**src/rtl/core/mbsp_pkg.sv**
```systemverilog
// ============================================================================
// mbsp_pkg
// Shared types and constants of the MIDI byte stream parser.
// ============================================================================
`default_nettype none

package mbsp_pkg;

    // Depth of the queue that separates the front and back parts.
    localparam int QDEPTH = 2;
    localparam int QPTR_W = $clog2(QDEPTH);
    localparam int QCNT_W = $clog2(QDEPTH + 1);

    // Byte classes and codes used by the parser.
    localparam logic [4:0] RT_PREFIX      = 5'b11111;  // 0xF8-0xFF
    localparam logic [5:0] SOLO_PREFIX    = 6'b111101; // 0xF4-0xF7
    localparam logic [7:0] ST_EOX         = 8'hF7;
    localparam logic [7:0] ST_SONG_POS    = 8'hF2;
    localparam logic [7:0] ST_TIME_CODE   = 8'hF1;
    localparam logic [7:0] ST_SONG_SEL    = 8'hF3;
    localparam logic [7:0] ST_SYSEX       = 8'hF0;
    localparam logic [3:0] HI_PROG_CHANGE = 4'hC;
    localparam logic [3:0] HI_CHAN_PRESS  = 4'hD;
    localparam logic [3:0] HI_PITCH_BEND  = 4'hE;
    localparam logic [3:0] HI_NOTE_OFF    = 4'h8;
    localparam logic [3:0] HI_NOTE_ON     = 4'h9;
    localparam logic [3:0] HI_POLY_PRESS  = 4'hA;
    localparam logic [3:0] HI_CTRL_CHANGE = 4'hB;

    // Message lengths.
    localparam logic [1:0] LEN_ONE   = 2'd1;
    localparam logic [1:0] LEN_TWO   = 2'd2;
    localparam logic [1:0] LEN_THREE = 2'd3;

    typedef enum logic [1:0] {
        KIND_REALTIME,
        KIND_STATUS,
        KIND_DATA
    } kind_t;

    // One classified item as it waits in the queue.
    typedef struct packed {
        kind_t       kind;
        logic        solo;     // status 0xF4-0xF6, emitted alone
        logic [7:0]  rx_byte;
        logic [15:0] stamp;
    } entry_t;

    // One completed message.
    typedef struct packed {
        logic [7:0]  status;
        logic [6:0]  data1;
        logic [6:0]  data2;
        logic [1:0]  length;
        logic [15:0] stamp;
    } msg_t;

endpackage

`default_nettype wire

```
**src/rtl/core/mbsp_if.sv**
```systemverilog
// ============================================================================
// mbsp_if
// Channel interfaces: timestamped input bytes and completed messages.
// ============================================================================
`default_nettype none

interface mbsp_byte_if;
    logic        valid;
    logic        ready;
    logic [15:0] stamp;
    logic [7:0]  rx_byte;

    modport source (output valid, output stamp, output rx_byte, input ready);
    modport sink   (input valid, input stamp, input rx_byte, output ready);
endinterface

interface mbsp_msg_if;
    logic        valid;
    logic        ready;
    logic [7:0]  msg_status;
    logic [6:0]  msg_data1;
    logic [6:0]  msg_data2;
    logic [1:0]  msg_length;
    logic [15:0] msg_stamp;

    modport source (output valid, output msg_status, output msg_data1,
                    output msg_data2, output msg_length, output msg_stamp,
                    input ready);
    modport sink   (input valid, input msg_status, input msg_data1,
                    input msg_data2, input msg_length, input msg_stamp,
                    output ready);
endinterface

`default_nettype wire

```
**src/rtl/core/mbsp_front.sv**
```systemverilog
// ============================================================================
// mbsp_front
// Accepts input bytes and classifies them into queue entries.
// ============================================================================
`default_nettype none

module mbsp_front (
    mbsp_byte_if.sink        byte_in,
    input  wire logic        q_full,
    output mbsp_pkg::entry_t q_wdata,
    output logic             q_push
);

    // An item is taken whenever the queue has room.
    assign byte_in.ready = !q_full;
    assign q_push        = byte_in.valid && !q_full;

    // Classify the byte: real-time, other status, or data.
    always_comb
    begin
        q_wdata.rx_byte = byte_in.rx_byte;
        q_wdata.stamp   = byte_in.stamp;
        q_wdata.solo    = (byte_in.rx_byte[7:2] == mbsp_pkg::SOLO_PREFIX)
                          && (byte_in.rx_byte != mbsp_pkg::ST_EOX);
        if (byte_in.rx_byte[7:3] == mbsp_pkg::RT_PREFIX)
        begin
            q_wdata.kind = mbsp_pkg::KIND_REALTIME;
        end
        else if (byte_in.rx_byte[7])
        begin
            q_wdata.kind = mbsp_pkg::KIND_STATUS;
        end
        else
        begin
            q_wdata.kind = mbsp_pkg::KIND_DATA;
        end
    end

endmodule

`default_nettype wire

```
**src/rtl/core/mbsp_queue.sv**
```systemverilog
// ============================================================================
// mbsp_queue
// Small FIFO of classified items between the front and back parts.
// ============================================================================
`default_nettype none

module mbsp_queue (
    input  wire logic             clk,
    input  wire logic             rst_n,
    input  wire logic             push,
    input  wire mbsp_pkg::entry_t wdata,
    output logic                  full,
    input  wire logic             pop,
    output logic                  not_empty,
    output mbsp_pkg::entry_t      rdata
);

    mbsp_pkg::entry_t                 slot_reg [mbsp_pkg::QDEPTH];
    logic [mbsp_pkg::QPTR_W-1:0]      wr_ptr_reg;
    logic [mbsp_pkg::QPTR_W-1:0]      rd_ptr_reg;
    logic [mbsp_pkg::QCNT_W-1:0]      count_reg;
    logic [mbsp_pkg::QCNT_W-1:0]      count_next;

    assign full      = (count_reg == mbsp_pkg::QCNT_W'(mbsp_pkg::QDEPTH));
    assign not_empty = (count_reg != '0);
    assign rdata     = slot_reg[rd_ptr_reg];

    // Occupancy follows pushes and pops.
    always_comb
    begin
        count_next = count_reg;
        if (push && !pop)
        begin
            count_next = count_reg + 1'b1;
        end
        else if (pop && !push)
        begin
            count_next = count_reg - 1'b1;
        end
    end

    // Pointers and count.
    always_ff @(posedge clk or negedge rst_n)
    begin
        if (!rst_n)
        begin
            wr_ptr_reg <= '0;
            rd_ptr_reg <= '0;
            count_reg  <= '0;
        end
        else
        begin
            count_reg <= count_next;
            if (push)
            begin
                wr_ptr_reg <= (wr_ptr_reg == mbsp_pkg::QPTR_W'(mbsp_pkg::QDEPTH - 1))
                              ? '0 : wr_ptr_reg + 1'b1;
            end
            if (pop)
            begin
                rd_ptr_reg <= (rd_ptr_reg == mbsp_pkg::QPTR_W'(mbsp_pkg::QDEPTH - 1))
                              ? '0 : rd_ptr_reg + 1'b1;
            end
        end
    end

    // Entry storage.
    always_ff @(posedge clk)
    begin
        if (push)
        begin
            slot_reg[wr_ptr_reg] <= wdata;
        end
    end

endmodule

`default_nettype wire

```
**src/rtl/core/mbsp_back.sv**
```systemverilog
// ============================================================================
// mbsp_back
// Applies running status to queued items and registers completed messages.
// ============================================================================
`default_nettype none

module mbsp_back (
    input  wire logic             clk,
    input  wire logic             rst_n,
    input  wire logic             q_not_empty,
    input  wire mbsp_pkg::entry_t q_rdata,
    output logic                  q_pop,
    mbsp_msg_if.source            msg_out
);

    logic [7:0]     running_stat_reg, running_stat_next;
    logic           await_third_reg,  await_third_next;
    logic           msg_open_reg,     msg_open_next;
    logic [15:0]    open_stamp_reg,   open_stamp_next;
    logic [7:0]     held_status_reg,  held_status_next;
    logic [6:0]     held_data1_reg,   held_data1_next;
    logic           out_valid_reg,    out_valid_next;
    mbsp_pkg::msg_t out_msg_reg,      out_msg_next;

    logic           emit;
    logic [15:0]    mts;
    logic [3:0]     rs_hi;

    // An item is taken whenever the output register is free or draining.
    assign q_pop = q_not_empty && (!out_valid_reg || msg_out.ready);

    assign rs_hi = running_stat_reg[7:4];
    assign mts   = msg_open_reg ? open_stamp_reg : q_rdata.stamp;

    // Parser state update for the item at the head of the queue.
    always_comb
    begin
        running_stat_next = running_stat_reg;
        await_third_next  = await_third_reg;
        msg_open_next     = msg_open_reg;
        open_stamp_next   = open_stamp_reg;
        held_status_next  = held_status_reg;
        held_data1_next   = held_data1_reg;
        emit              = 1'b0;
        out_msg_next      = '{status: q_rdata.rx_byte, data1: '0, data2: '0,
                              length: mbsp_pkg::LEN_ONE, stamp: mts};

        if (q_pop)
        begin
            if (q_rdata.kind == mbsp_pkg::KIND_REALTIME)
            begin
                // Real-time byte: passes through and may advance the stamp.
                emit               = 1'b1;
                out_msg_next.stamp = q_rdata.stamp;
                if (msg_open_reg && (open_stamp_reg < q_rdata.stamp))
                begin
                    open_stamp_next = q_rdata.stamp;
                end
            end
            else
            begin
                msg_open_next   = 1'b1;
                open_stamp_next = mts;
                if (q_rdata.kind == mbsp_pkg::KIND_STATUS)
                begin
                    // New status byte.
                    running_stat_next = q_rdata.rx_byte;
                    await_third_next  = 1'b0;
                    if (q_rdata.solo)
                    begin
                        emit          = 1'b1;
                        msg_open_next = 1'b0;
                    end
                end
                else if (await_third_reg)
                begin
                    // Third byte completes a held message.
                    emit                = 1'b1;
                    await_third_next    = 1'b0;
                    msg_open_next       = 1'b0;
                    out_msg_next.status = held_status_reg;
                    out_msg_next.data1  = held_data1_reg;
                    out_msg_next.data2  = q_rdata.rx_byte[6:0];
                    out_msg_next.length = mbsp_pkg::LEN_THREE;
                end
                else if (running_stat_reg != '0)
                begin
                    // Data byte under running status.
                    out_msg_next.status = running_stat_reg;
                    out_msg_next.data1  = q_rdata.rx_byte[6:0];
                    out_msg_next.length = mbsp_pkg::LEN_TWO;
                    if (rs_hi inside {mbsp_pkg::HI_NOTE_OFF, mbsp_pkg::HI_NOTE_ON,
                                      mbsp_pkg::HI_POLY_PRESS, mbsp_pkg::HI_CTRL_CHANGE,
                                      mbsp_pkg::HI_PITCH_BEND})
                    begin
                        await_third_next = 1'b1;
                        held_status_next = running_stat_reg;
                        held_data1_next  = q_rdata.rx_byte[6:0];
                    end
                    else if (rs_hi inside {mbsp_pkg::HI_PROG_CHANGE,
                                           mbsp_pkg::HI_CHAN_PRESS})
                    begin
                        emit          = 1'b1;
                        msg_open_next = 1'b0;
                    end
                    else
                    begin
                        // System common: running status ends here.
                        running_stat_next = '0;
                        if (running_stat_reg == mbsp_pkg::ST_SONG_POS)
                        begin
                            await_third_next = 1'b1;
                            held_status_next = running_stat_reg;
                            held_data1_next  = q_rdata.rx_byte[6:0];
                        end
                        else if ((running_stat_reg == mbsp_pkg::ST_TIME_CODE)
                                 || (running_stat_reg == mbsp_pkg::ST_SONG_SEL))
                        begin
                            emit          = 1'b1;
                            msg_open_next = 1'b0;
                        end
                    end
                end
            end
        end
    end

    // Output register handshake.
    always_comb
    begin
        if (q_pop)
        begin
            out_valid_next = emit;
        end
        else if (msg_out.ready)
        begin
            out_valid_next = 1'b0;
        end
        else
        begin
            out_valid_next = out_valid_reg;
        end
    end

    // Parser state and output valid.
    always_ff @(posedge clk or negedge rst_n)
    begin
        if (!rst_n)
        begin
            running_stat_reg <= '0;
            await_third_reg  <= 1'b0;
            msg_open_reg     <= 1'b0;
            open_stamp_reg   <= '0;
            held_status_reg  <= '0;
            held_data1_reg   <= '0;
            out_valid_reg    <= 1'b0;
        end
        else
        begin
            running_stat_reg <= running_stat_next;
            await_third_reg  <= await_third_next;
            msg_open_reg     <= msg_open_next;
            open_stamp_reg   <= open_stamp_next;
            held_status_reg  <= held_status_next;
            held_data1_reg   <= held_data1_next;
            out_valid_reg    <= out_valid_next;
        end
    end

    // Message payload.
    always_ff @(posedge clk)
    begin
        if (q_pop && emit)
        begin
            out_msg_reg <= out_msg_next;
        end
    end

    assign msg_out.valid      = out_valid_reg;
    assign msg_out.msg_status = out_msg_reg.status;
    assign msg_out.msg_data1  = out_msg_reg.data1;
    assign msg_out.msg_data2  = out_msg_reg.data2;
    assign msg_out.msg_length = out_msg_reg.length;
    assign msg_out.msg_stamp  = out_msg_reg.stamp;

endmodule

`default_nettype wire

```
**src/rtl/core/midi_byte_stream_parser.sv**
```systemverilog
// ============================================================================
// midi_byte_stream_parser
// MIDI byte parser with running status and real-time pass-through.
// ============================================================================
//
//   Channel    Dir   Item                          Handshake
//   byte_in    in    stamp[15:0], rx_byte[7:0]     valid / ready
//   msg_out    out   status, data1, data2,        valid / ready
//                    length, stamp
//
// One item per cycle sustained while msg_out is ready; a message is offered
// on msg_out once its last byte has been written into the queue slot at
// acceptance and then into the output register.
// The two-entry queue lets input keep flowing while msg_out is stalled,
// until the queue fills; the back part stops when its output register is full.
// Reset clears running status, the pending message and all valid flags.
// ----------------------------------------------------------------------------
`default_nettype none

module midi_byte_stream_parser (
    input  wire logic  clk,
    input  wire logic  rst_n,
    mbsp_byte_if.sink  byte_in,
    mbsp_msg_if.source msg_out
);

    logic             q_push;
    logic             q_pop;
    logic             q_full;
    logic             q_not_empty;
    mbsp_pkg::entry_t q_wdata;
    mbsp_pkg::entry_t q_rdata;

    mbsp_front u_front (
        .byte_in (byte_in),
        .q_full  (q_full),
        .q_wdata (q_wdata),
        .q_push  (q_push)
    );

    mbsp_queue u_queue (
        .clk       (clk),
        .rst_n     (rst_n),
        .push      (q_push),
        .wdata     (q_wdata),
        .full      (q_full),
        .pop       (q_pop),
        .not_empty (q_not_empty),
        .rdata     (q_rdata)
    );

    mbsp_back u_back (
        .clk         (clk),
        .rst_n       (rst_n),
        .q_not_empty (q_not_empty),
        .q_rdata     (q_rdata),
        .q_pop       (q_pop),
        .msg_out     (msg_out)
    );

    // A valid message always carries one to three bytes.
    assert property (@(posedge clk) disable iff (!rst_n)
        msg_out.valid |-> (msg_out.msg_length != 2'd0))
        else $error("message with zero length");

    // Real-time messages are single bytes.
    assert property (@(posedge clk) disable iff (!rst_n)
        (msg_out.valid && (msg_out.msg_status[7:3] == mbsp_pkg::RT_PREFIX))
        |-> (msg_out.msg_length == mbsp_pkg::LEN_ONE))
        else $error("real-time message longer than one byte");

    // Unused data bytes are zero.
    assert property (@(posedge clk) disable iff (!rst_n)
        (msg_out.valid && (msg_out.msg_length != mbsp_pkg::LEN_THREE))
        |-> (msg_out.msg_data2 == 7'd0))
        else $error("second data byte set on a short message");

    assert property (@(posedge clk) disable iff (!rst_n)
        (msg_out.valid && (msg_out.msg_length == mbsp_pkg::LEN_ONE))
        |-> (msg_out.msg_data1 == 7'd0))
        else $error("first data byte set on a one-byte message");

endmodule

`default_nettype wire
```
**src/flat_wrapper.sv**
```systemverilog
// flat-port wrapper written by rule: the top's interface ports become plain ports
module midi_byte_stream_parser_flat 
  (clk, rst_n, byte_in_valid, byte_in_stamp, byte_in_rx_byte, byte_in_ready, msg_out_valid, msg_out_msg_status, msg_out_msg_data1, msg_out_msg_data2, msg_out_msg_length, msg_out_msg_stamp, msg_out_ready);
  mbsp_byte_if byte_in_i ();
  mbsp_msg_if msg_out_i ();
  input  wire logic clk;
  input  wire logic rst_n;
  input wire logic [$bits(byte_in_i.valid)-1:0] byte_in_valid;
  input wire logic [$bits(byte_in_i.stamp)-1:0] byte_in_stamp;
  input wire logic [$bits(byte_in_i.rx_byte)-1:0] byte_in_rx_byte;
  output wire logic [$bits(byte_in_i.ready)-1:0] byte_in_ready;
  output wire logic [$bits(msg_out_i.valid)-1:0] msg_out_valid;
  output wire logic [$bits(msg_out_i.msg_status)-1:0] msg_out_msg_status;
  output wire logic [$bits(msg_out_i.msg_data1)-1:0] msg_out_msg_data1;
  output wire logic [$bits(msg_out_i.msg_data2)-1:0] msg_out_msg_data2;
  output wire logic [$bits(msg_out_i.msg_length)-1:0] msg_out_msg_length;
  output wire logic [$bits(msg_out_i.msg_stamp)-1:0] msg_out_msg_stamp;
  input wire logic [$bits(msg_out_i.ready)-1:0] msg_out_ready;
  assign byte_in_i.valid = byte_in_valid;
  assign byte_in_i.stamp = byte_in_stamp;
  assign byte_in_i.rx_byte = byte_in_rx_byte;
  assign byte_in_ready = byte_in_i.ready;
  assign msg_out_valid = msg_out_i.valid;
  assign msg_out_msg_status = msg_out_i.msg_status;
  assign msg_out_msg_data1 = msg_out_i.msg_data1;
  assign msg_out_msg_data2 = msg_out_i.msg_data2;
  assign msg_out_msg_length = msg_out_i.msg_length;
  assign msg_out_msg_stamp = msg_out_i.msg_stamp;
  assign msg_out_i.ready = msg_out_ready;
  midi_byte_stream_parser u_core (.clk(clk), .rst_n(rst_n), .byte_in(byte_in_i), .msg_out(msg_out_i));
endmodule
```
**config.mk**
```make
export PLATFORM = sky130hd
export DESIGN_NAME = midi_byte_stream_parser_flat
export DESIGN_NICKNAME = d
export VERILOG_FILES = /design/src/rtl/core/mbsp_pkg.sv /design/src/rtl/core/mbsp_if.sv /design/src/rtl/core/mbsp_front.sv /design/src/rtl/core/mbsp_queue.sv /design/src/rtl/core/mbsp_back.sv /design/src/rtl/core/midi_byte_stream_parser.sv /design/src/flat_wrapper.sv
export SDC_FILE = /design/constraint.sdc
export NUM_CORES = 1
export LEC_CHECK = 0
export ABC_AREA = 1
export BUFFER_PORTS_ARGS = -buffer_cell sky130_fd_sc_hd__buf_2
export CORE_ASPECT_RATIO = 0.75
export CORE_UTILIZATION = 45
export CTS_BUF_LIST = sky130_fd_sc_hd__clkbuf_4 sky130_fd_sc_hd__clkbuf_8
export CTS_CLUSTER_DIAMETER = 40
export DETAILED_ROUTE_END_ITERATION = 10
export GPL_ROUTABILITY_DRIVEN = 1
export PLACE_DENSITY = 0.73
export SYNTH_ARGS = -nofsm -noshare
export SYNTH_HDL_FRONTEND = slang
export SYNTH_SLANG_ARGS = --single-unit
```
**constraint.sdc**
```tcl
create_clock -name clk -period 3.48 [get_ports clk]
set_input_delay 0.522 -clock clk [delete_from_list [all_inputs] [get_ports clk]]
set_output_delay 0.522 -clock clk [all_outputs]
set_load 0.03 [all_outputs]
```
==> summary.txt, run 1 <==
Outcome
  – Status: finished, final reports clean

Detailed routing
  – Total Wirelength: 13,300 um
  – DRT antenna net count: 0
  – DR DRC count: 0
  – Drt first pass iters: 5
  – Iter 0 DRT Violations: 296
  – Vias: 4,643
  – DR vias/cell: 5.23
  – Routed len/inst: 15.0 um

Setup path
  – Setup crit end kind: flip-flop
  – Worst path cell trace: buf_4 -> nand2_1 -> nand2_1 -> inv_1 -> ha_1 -> a21oi_1 -> nor2_1 -> o21ai_0 -> nand2_1 -> nor2_1 -> nand2_4 -> nand2_4 -> nand2_1 -> nand2_1
  – Levels on crit path: 14
  – CP max-delay cell: dfrtp_1
  – R2R depth: 14
  – CP Launch Point: u_core.u_queue.rd_ptr_reg$_DFFE_PN0P_
  – Capturing point of the worst reg2reg path: u_core.u_back.open_stamp_reg[10]$_DFFE_PN0P_
  – Worst Path Max Fanout: 17
  – CP top delay family: simple AND/OR/NAND/NOR gates
  – FF-to-FF setup slack: 0.63 ns
  – Buf/Inv on CP: 2
  – CP most frequent cell: nand2_1
  – CP arrival: 3.25 ns
  – Setup crit end: u_core.u_back.open_stamp_reg[10]$_DFFE_PN0P_
  – Critical path class: flip-flop to flip-flop
  – RR Startpoint: u_core.u_queue.rd_ptr_reg$_DFFE_PN0P_
  – WP data required: 3.87 ns
  – Crit start category: flip-flop
  – CP peak stage delay: 0.72 ns

Timing
  – Final setup violation count: 0
  – Slew Limit Fails: 0
  – Unrepaired setup endpoints after global routing: false
  – Clock Skew: 0.0154 ns
  – Hold WS: 0.240 ns
  – Setup_tns: 0 ns
  – Fin crit share: 82.0%
  – Fin crit period: 2.85 ns
  – Slew headroom: 30.8%
  – Fmax: 0.350 GHz
  – Worst-Margin Slew: 1.04 ns
  – Hold Vio Cnt, Final: 0

Clocking
  – Postcts setup bufs: 0
  – Clock transition at path regs: 0.09 ns
  – Post-CTS Resized: 0
  – Total clock sinks: 140
  – Worst-Skew Late Latency: 0.46 ns
  – Clock Path Buffers: 2
  – CTS buffer count: 17
  – Root Buffer: clkbuf_8
  – Htree depth: 4
  – CTS tree: built
  – Post-cts hold buffer count: 0

Synth
  – Share of Yosys cell area claimed by the top area cell type: 44.0%
  – Mapped Area: 6410 um^2
  – Syn nets: 671
  – Synth warn: 0
  – Seq/Total Area, Yosys: 62.0%
  – Unique masters post-synth: 38
  – Synthesized area per cell: 10.2 um^2
  – Yosys reg bits: 140
  – Area contributors post-synth: edfxtp_1 44%, dfrtp_1 18%, nand2_1 11%
  – Top cell type by total area after synthesis: edfxtp_1
  – Syn Inst Count: 627

Placed design
  – Dpl hpwl: 9310 um
  – RePlAce Congestion: 0.932
  – Placed Cells: 855
  – # port buffers: 69

Cells and area
  – Total Nets Final: 743
  – P&R area growth vs syn: 13.3%
  – Fill count: 1,221
  – Finished Layout Cells: 887
  – Layout cell share with drive strength beyond 1: 21.3%
  – Inserted Diodes: 0
  – Final Util: 52.6%
  – Max FFs per register: 54

Flow run
  – Max-capacitance violation count: 0

Floorplan
  – Starting Density: 46.5%
  – Die Width: 140 um
  – Floorplan Core Area: 13,800 um^2
  – I/O pin cnt: 70
  – # rows: 37
  – Die area: 14,700 um^2
  – Height of the die: 105 um

Global routing
  – Vias in the first global route: 4,395
  – Largest net degree at the start of global routing: 47
  – Initial antenna violation count: 0
  – Global-route wire length before repair: 22,000 um
  – Total gr overflow: 0
  – GRT Util Overall: 19.6%

Power
  – Power Total: 7.92 mW
  – LEAKAGE: 3.14 nW
  – P per Cell Area: 1090 nW/um^2
  – Max VDD drop: 0.436 mV

Hold path
  – Worst hold path class: primary input to async pin
per-stage QoR:
step / worst slack, ns / cell area [um^2]
CTS: 0.646 / 7260
global route: 0.407 / 7260
finish: 0.626 / 7260
detailed placement: 0.667 / 6900
floorplan: 0.998 / 6410
global placement: 0.753 / 6900
cells by family after synthesis:
group / after synthesis / share of synthesized area (%)
AO/OA/AOI/OAI: 129 / 11.9
XOR/XNOR: 3 / 0.410
adder cells (fa/ha/maj): 16 / 3.12
buffers and inverters: 75 / 5.13
flip-flops: 140 / 62.0
multiplexers: 1 / 0.156
AND/OR/NAND/NOR: 263 / 17.2
routing by layer:
layer	vias to the layer above	track usage, %	routed length [um]
li1	2269	-	-
met1	2181	28.1	6480
met2	176	28.1	5710
met3	17	5.13	1000
met4	0	8.01	154
met5	-	0	0
cells in the mapped netlist (all sizes together):
library cell	number
a211oi	1
a21oi	15
a22o	1
a41oi	1
buf	15
clkbuf	8
dfrtp	46
edfxtp	94
ha	16
inv	52
mux2i	1
nand2	197
nand3	28
nand3b	1
nand4	4
nor2	25
nor3	1
nor4	1
o21ai	101
o22ai	9
o31ai	1
or2	6
xnor2	2
xor2	1
cell type report:
| type | count | area (um^2) | area share, % |
|---|---|---|---|
| inverter | 52 | 198 | 2.72 |
| tap | 175 | 219 | 3.01 |
| clock buffer | 17 | 234 | 3.22 |
| sequential | 140 | 3970 | 54.7 |
| timing repair buffer | 76 | 398 | 5.48 |
| clock inverter | 15 | 130 | 1.79 |
| multi-input combinational | 412 | 2110 | 29.1 |
layout by cell type, fill, tap and decap left out, types with 2 or more instances in the layout:
cell / count
nand2_1: 189
edfxtp_1: 94
o21ai_0: 71
buf_2: 69
inv_1: 48
dfrtp_1: 46
nand3_1: 28
o21ai_2: 20
nor2_1: 19
clkbuf_8: 17
ha_1: 16
a21oi_1: 15
o21ai_1: 10
o22ai_1: 8
buf_4: 7
nor2_2: 5
nand2_2: 5
inv_6: 5
nand4_1: 4
or2_2: 4
clkinvlp_4: 4
nand2_4: 3
inv_2: 3
inv_8: 3
or2_1: 2
xnor2_1: 2
clkinv_4: 2
report_power, final:
| group | switching (mW) | total, mW | internal, mW |
|---|---|---|---|
| Combinational | 2.70 | 3.76 | 1.06 |
| Clock | 0.693 | 1.21 | 0.516 |
| Sequential | 0.302 | 2.94 | 2.64 |
worst reg2reg max path: stages (launching register included):
cell	delay, ns
dfrtp_1	0.72
buf_4	0.32
nand2_1	0.07
nand2_1	0.11
inv_1	0.07
ha_1	0.30
a21oi_1	0.15
nor2_1	0.05
o21ai_0	0.14
nand2_1	0.08
nor2_1	0.20
nand2_4	0.18
nand2_4	0.25
nand2_1	0.10
nand2_1	0.06
worst min path at each step:
stage                                                 startpoint                                           end  cells past startpoint
floorplan                                                  rst_n     u_core.u_back.await_third_reg$_DFFE_PN0P_                      0
global placement    u_core.u_back.held_status_reg[7]$_DFFE_PN0P_  u_core.u_back.held_status_reg[7]$_DFFE_PN0P_                      2
detailed placement  u_core.u_back.held_status_reg[7]$_DFFE_PN0P_  u_core.u_back.held_status_reg[7]$_DFFE_PN0P_                      2
CTS                                            byte_in_stamp[14]      u_core.u_queue.slot_reg[0][14]$_DFFE_PP_                      1
global route                                    byte_in_stamp[7]       u_core.u_queue.slot_reg[0][7]$_DFFE_PP_                      1
finish                                                     rst_n         u_core.u_queue.wr_ptr_reg$_DFFE_PN0P_                      1
No activity file was read; power rests on OpenSTA's default activity.
==> inputs of run 2 (changes only) <==
Clock period 3.48 ns to 2.68 ns, I/O delays scaled along.
==> summary.txt, run 2 (synthesis gave the netlist of run 1 again) <==
Floorplan
  – Floorplan Core Area: 13,800 um^2
  – I/O pin cnt: 70
  – # rows: 37
  – Die area: 14,700 um^2
  – Die Width: 140 um
  – Height of the die: 105 um
  – Starting Density: 46.5%

Global routing
  – Initial antenna violation count: 0
  – Largest net degree at the start of global routing: 47
  – Total gr overflow: 0
  – Global-route wire length before repair: 21,600 um
  – Vias in the first global route: 4,266
  – GRT Util Overall: 19.4%

Detailed routing
  – Drt first pass iters: 5
  – Routed len/inst: 14.8 um
  – Total Wirelength: 13,100 um
  – Iter 0 DRT Violations: 377
  – DR DRC count: 0
  – DR vias/cell: 5.16
  – DRT antenna net count: 0
  – Vias: 4,589

Timing
  – Fin crit period: 2.39 ns
  – Worst-Margin Slew: 1.06 ns
  – Slew headroom: 29.5%
  – Unrepaired setup endpoints after global routing: false
  – Final setup violation count: 0
  – Hold Vio Cnt, Final: 0
  – Clock Skew: 0.0147 ns
  – Fmax: 0.419 GHz
  – Setup_tns: 0 ns
  – Fin crit share: 89.1%
  – Slew Limit Fails: 0

Placed design
  – RePlAce Congestion: 0.903
  – Dpl hpwl: 9100 um
  – # port buffers: 69
  – Placed Cells: 858

Cells and area
  – Fill count: 1,202
  – Commonest non-fill, non-tap cell in the layout: nand2_1
  – Total Nets Final: 746
  – Most frequent cells in the layout: 189 x nand2_1, 94 x edfxtp_1, 71 x o21ai_0
  – P&R area growth vs syn: 15.5%
  – Max FFs per register: 54
  – Finished Layout Cells: 890
  – Layout cell share with drive strength beyond 1: 21.4%
  – Inserted Diodes: 0
  – Final Util: 53.6%

Power
  – Switching power: 4.68 mW
  – Reg power frac: 35.5%
  – Power Total: 10.7 mW
  – LEAKAGE: 3.21 nW
  – Clk network pwr share: 17.9%
  – P per Cell Area: 1450 nW/um^2
  – P_int: 6.02 mW
  – Switching Share: 43.7%
  – Comb pwr share: 46.6%
  – Max VDD drop: 0.559 mV

Setup path
  – CP arrival: 2.78 ns
  – CP max-delay cell: dfrtp_1
  – CP top delay family: simple AND/OR/NAND/NOR gates
  – Capturing point of the worst reg2reg path: u_core.u_back.open_stamp_reg[0]$_DFFE_PN0P_
  – Setup crit end kind: flip-flop
  – Worst path cell trace: buf_12 -> nand2_1 -> nand2_1 -> inv_1 -> ha_1 -> a21oi_1 -> nor2_1 -> o21ai_0 -> nand2_1 -> nor2_1 -> nand2_4 -> nand2_4 -> nand2_1 -> nand2_1
  – R2R depth: 14
  – Critical path class: flip-flop to flip-flop
  – FF-to-FF setup slack: 0.29 ns
  – Worst Path Max Fanout: 27
  – Buf/Inv on CP: 2
  – CP most frequent cell: nand2_1
  – RR Startpoint: u_core.u_queue.rd_ptr_reg$_DFFE_PN0P_
  – Levels on crit path: 14
  – Crit start category: flip-flop
  – CP peak stage delay: 0.46 ns
  – WP data required: 3.07 ns

Clocking
  – Worst-Skew Late Latency: 0.46 ns
  – Total clock sinks: 140
  – Htree depth: 4
  – CTS tree: built
  – Postcts setup bufs: 0
  – CTS buffer count: 17
  – Root Buffer: clkbuf_8
  – Clock Path Buffers: 2
  – Clock transition at path regs: 0.08 ns

Flow run
  – Max-capacitance violation count: 0

Hold path
  – Worst hold path class: primary input to async pin

Outcome
  – Status: finished, final reports clean
==> run 2: cell count changes in the layout (fill, tap and decap cells not counted), moves of 2 or more <==
cell	before	now
clkinv_2	1	3
buf_12	0	2
clkinv_1	0	2
bufinv_16	0	5
inv_8	3	0
clkinvlp_4	4	2
inv_6	5	1
==> run 2: per-stage QoR <==
step / cell area [um^2] / hold WS, ns / setup slack (ns)
global placement: 6930 / 0.445 / 0.328
global route: 7400 / 0.0864 / 0.0164
detailed placement: 6930 / 0.459 / 0.232
finish: 7400 / 0.126 / 0.292
floorplan: 6410 / 0.106 / 0.198
CTS: 7390 / 0.0904 / 0.219
==> run 2: worst max path at each step <==
stage,start,to,slack [ns]
after floorplan,u_core.u_queue.rd_ptr_reg$_DFFE_PN0P_,u_core.u_back.msg_out.msg_data1[0]$_SDFFCE_PP0P_,0.20
after global placement,u_core.u_queue.rd_ptr_reg$_DFFE_PN0P_,u_core.u_back.open_stamp_reg[0]$_DFFE_PN0P_,0.33
after detailed placement,u_core.u_queue.rd_ptr_reg$_DFFE_PN0P_,u_core.u_back.open_stamp_reg[14]$_DFFE_PN0P_,0.23
after CTS,u_core.u_queue.rd_ptr_reg$_DFFE_PN0P_,u_core.u_back.open_stamp_reg[14]$_DFFE_PN0P_,0.22
after global routing,u_core.u_queue.rd_ptr_reg$_DFFE_PN0P_,u_core.u_back.open_stamp_reg[2]$_DFFE_PN0P_,0.02
final,u_core.u_queue.rd_ptr_reg$_DFFE_PN0P_,u_core.u_back.open_stamp_reg[0]$_DFFE_PN0P_,0.29
==> run 2: layout make-up <==
type / instances / area, um^2 / area share, %
Clock buffer: 19 / 255 / 3.45
Clock inverter: 13 / 196 / 2.65
Timing Repair Buffer: 79 / 445 / 6.02
Tap cell: 175 / 219 / 2.96
Multi-Input combinational cell: 412 / 2110 / 28.5
Inverter: 52 / 200 / 2.70
Sequential cell: 140 / 3970 / 53.7
==> run 2: power groups by stage <==
stage                     Clock [mW]  Combinational (mW)  Sequential, mW
after floorplan                    0                3.02            4.45
after global placement             0                4.80            3.80
after detailed placement           0                4.96            3.82
after CTS                       1.95                4.96            3.78
after global routing            2.06                5.58            3.87
final                           1.92                4.99            3.79
==> run 2: per-layer routing <==
metal | routed length, um | global-route usage (%) | vias up
li1 | - | - | 2277
met1 | 6460 | 29.0 | 2130
met2 | 5460 | 26.1 | 167
met3 | 1060 | 5.86 | 15
met4 | 170 | 7.30 | 0
met5 | 0 | 0 | -
==> run 2: what timing repair did <==
action,in CTS,in global routing
hold endpoints to repair,0,0
hold buffers,0,0
endpoints found under the setup margin,0,16
gates resized for setup,0,4
==> inputs of run 3 (changes only) <==
Settings changed: CELL_PAD_IN_SITES_DETAIL_PLACEMENT set to 2, CELL_PAD_IN_SITES_GLOBAL_PLACEMENT set to 2, CORE_UTILIZATION 45 to 39, MAX_ROUTING_LAYER set to met4, PLACE_DENSITY 0.73 to 0.91, SYNTH_HIERARCHICAL set to 1.
==> summary.txt, run 3 <==
Cells and area
  – Inserted Diodes: 0
  – Post-route cell area: 7650 um^2
  – Fill count: 1,834
  – Final Util: 45.2%
  – Layout cell share with drive strength beyond 1: 21.8%
  – Most frequent cells in the layout: 202 x nand2_1, 94 x edfxtp_1, 76 x inv_1, 76 x o21ai_0, 69 x buf_2
  – Total Nets Final: 777
  – Commonest non-fill, non-tap cell in the layout: nand2_1
  – P&R area growth vs syn: 12.9%
  – Max FFs per register: 54

Clocking
  – CTS buffer count: 17
  – Root Buffer: clkbuf_8
  – Postcts setup bufs: 0
  – Clock transition at path regs: 0.09 ns
  – CTS tree: built
  – Total clock sinks: 140
  – Htree depth: 4
  – Worst-Skew Late Latency: 0.47 ns
  – Clock Path Buffers: 2

Synth
  – Yosys reg bits: 140
  – Post-synthesis simple-gate area fraction: 16.3%
  – Synth warn: 6
  – Syn nets: 719
  – Synthesized area per cell: 10.0 um^2
  – Compound-cell area share of the yosys netlist: 6.98%
  – Unique masters post-synth: 30
  – Largest family of logic cells by synthesized area: simple AND/OR/NAND/NOR gates
  – Mux cell area share after synthesis: 5.54%
  – Post-Synth Adder-Cell Area: 2.95%
  – Most frequent cells after synthesis: 202 x nand2_1, 94 x edfxtp_1, 76 x inv_1, 76 x o21ai_0, 46 x dfrtp_1
  – Share of Yosys cell area claimed by the top area cell type: 41.7%
  – Post-synth EDFFs: 94
  – Top cell type by total area after synthesis: edfxtp_1
  – Area contributors post-synth: edfxtp_1 42%, dfrtp_1 17%, nand2_1 11%
  – Syn Inst Count: 675
  – Main synth FF type: edfxtp_1
  – Seq/Total Area, Yosys: 58.7%
  – Top-count cell post-synth: nand2_1
  – Async SR Flop Fraction: 32.9%
  – Xor/xnor share of the synthesized area: 0.388%
  – Mapped Area: 6780 um^2

Timing
  – Fin crit share: 94.8%
  – Clock Skew: 0.0175 ns
  – Hold Vio Cnt, Final: 0
  – Slew headroom: 48.4%
  – Final setup violation count: 0
  – Fin crit period: 2.54 ns
  – Slew Limit Fails: 0
  – Fmax: 0.394 GHz
  – Worst-Margin Slew: 0.771 ns
  – Unrepaired setup endpoints after global routing: false

Setup path
  – CP top delay family: simple AND/OR/NAND/NOR gates
  – CP peak stage delay: 0.43 ns
  – R2R depth: 11
  – Worst path cell trace: buf_12 -> mux2_4 -> inv_1 -> ha_1 -> a211oi_2 -> nand3_1 -> nor2_2 -> nand2_4 -> nand2_8 -> nand2_1 -> nand2_1
  – Setup crit end kind: flip-flop
  – RR Startpoint: u_core/u_queue/rd_ptr_reg$_DFFE_PN0P_
  – Critical path class: flip-flop to flip-flop
  – CP arrival: 2.95 ns
  – Worst Path Max Fanout: 17
  – Crit start category: flip-flop
  – WP data required: 3.09 ns
  – CP most frequent cell: nand2_1
  – Capturing point of the worst reg2reg path: u_core/u_back/open_stamp_reg[7]$_DFFE_PN0P_
  – CP max-delay cell: dfrtp_2
  – Buf/Inv on CP: 2
  – FF-to-FF setup slack: 0.14 ns

Global routing
  – Vias in the first global route: 5,733
  – Met3 usage: 4.75%
  – GR peak layer: met2
  – Total gr overflow: 0
  – Grt met2 use: 44.1%
  – Global-route wire length before repair: 32,700 um
  – Initial antenna violation count: 0
  – Met1 usage: 30.8%
  – Largest net degree at the start of global routing: 34
  – GRT Util Overall: 25.9%

Placed design
  – Dpl hpwl: 14,100 um
  – # port buffers: 69
  – RePlAce Congestion: 0.838
  – Placed inst area: 7190 um^2

Flow run
  – Max-capacitance violation count: 0

Detailed routing
  – DR DRC count: 0
  – Total Wirelength: 21,200 um
  – Routed len/inst: 22.1 um
  – Vias: 5,084
  – DR vias/cell: 5.29
  – Drt first pass iters: 4
  – DRT antenna net count: 0
  – Iter 0 DRT Violations: 280

Floorplan
  – I/O pin cnt: 70
  – Starting Density: 40.0%
  – Floorplan Core Area: 16,900 um^2
  – # rows: 41
  – Height of the die: 116 um
  – Die area: 17,900 um^2
  – Die Width: 154 um

Hold path
  – Worst hold path class: primary input to flip-flop
  – Hold Path End: u_core/u_queue/slot_reg[0][14]$_DFFE_PP_
  – Worst Hold Launch: byte_in_stamp[14]
  – Worst Hold Depth: 1

Power
  – P per Cell Area: 1470 nW/um^2
  – LEAKAGE: 3.47 nW
  – Max VDD drop: 0.522 mV

Outcome
  – Status: finished, final reports clean
-- run 3: worst max path at each step --
stage	start	to	slack [ns]	depth (start not counted)
final	u_core/u_queue/rd_ptr_reg$_DFFE_PN0P_	u_core/u_back/open_stamp_reg[7]$_DFFE_PN0P_	0.14	11
after global routing	u_core/u_queue/rd_ptr_reg$_DFFE_PN0P_	u_core/u_back/open_stamp_reg[7]$_DFFE_PN0P_	0.02	13
after CTS	u_core/u_queue/rd_ptr_reg$_DFFE_PN0P_	u_core/u_back/open_stamp_reg[7]$_DFFE_PN0P_	0.02	11
after detailed placement	u_core/u_queue/rd_ptr_reg$_DFFE_PN0P_	u_core/u_back/msg_out.msg_status[3]$_DFFE_PP_	-0.10	6
after global placement	u_core/u_queue/rd_ptr_reg$_DFFE_PN0P_	u_core/u_back/open_stamp_reg[10]$_DFFE_PN0P_	0.04	11
after floorplan	u_core/u_queue/rd_ptr_reg$_DFFE_PN0P_	u_core/u_back/msg_out.msg_data1[0]$_SDFFCE_PP0P_	0.13	7
-- run 3: worst register-to-register path, cell delays in order, from the launching register on --
cell,delay [ns]
dfrtp_2,0.43
buf_12,0.20
mux2_4,0.33
inv_1,0.14
ha_1,0.29
a211oi_2,0.24
nand3_1,0.12
nor2_2,0.17
nand2_4,0.18
nand2_8,0.19
nand2_1,0.11
nand2_1,0.08
-- run 3: metal layers --
metal / wire length, um / up-vias
li1: - / 2322
met1: 9090 / 2588
met2: 10700 / 133
met3: 972 / 41
met4: 452 / 0
met5: 0 / -
-- run 3: kinds of logic after synthesis --
logic type / Yosys count
buf+inv: 125
simple gates: 272
fa+ha+maj: 16
xor+xnor: 3
flops: 140
mux: 27
compound gates: 92
-- run 3: metrics by stage --
step | total power, mW | worst slack (ns) | std cells | hold slack [ns] | TNS (ns)
6_report | 11.2 | 0.140 | 961 | 0.130 | 0
3_5_place_dp | 9.16 | -0.101 | 927 | 0.430 | -4.97
5_1_grt | 11.9 | 0.0161 | 961 | 0.105 | 0
2_1_floorplan | 7.45 | 0.132 | 675 | 0.106 | 0
3_3_place_gp | 8.57 | 0.0405 | 927 | 0.410 | 0
4_1_cts | 11.2 | 0.0246 | 961 | 0.103 | 0
-- run 3: cell type report --
type | instances | area (um^2) | share of cell area [%]
well taps | 215 | 269 | 3.52
clock inverters | 15 | 153 | 2.00
multi-input cells | 411 | 2230 | 29.2
repair buffers | 84 | 489 | 6.40
inverters | 79 | 297 | 3.88
flip-flops and latches | 140 | 3980 | 52.0
clock buffers | 17 | 234 | 3.06
-- run 3: where the power goes --
group	switching, mW	internal, mW	total [mW]
sequential	0.471	3.41	3.88
clock	0.966	0.768	1.73
combinational	4.01	1.61	5.61
-- run 3: repair_timing --
action,CTS,global route
pin swaps,0,1
endpoints found under the hold margin,21,0
gates resized for setup,7,5
gates cloned,1,0
setup endpoints to repair,57,21
hold buffers,1,0
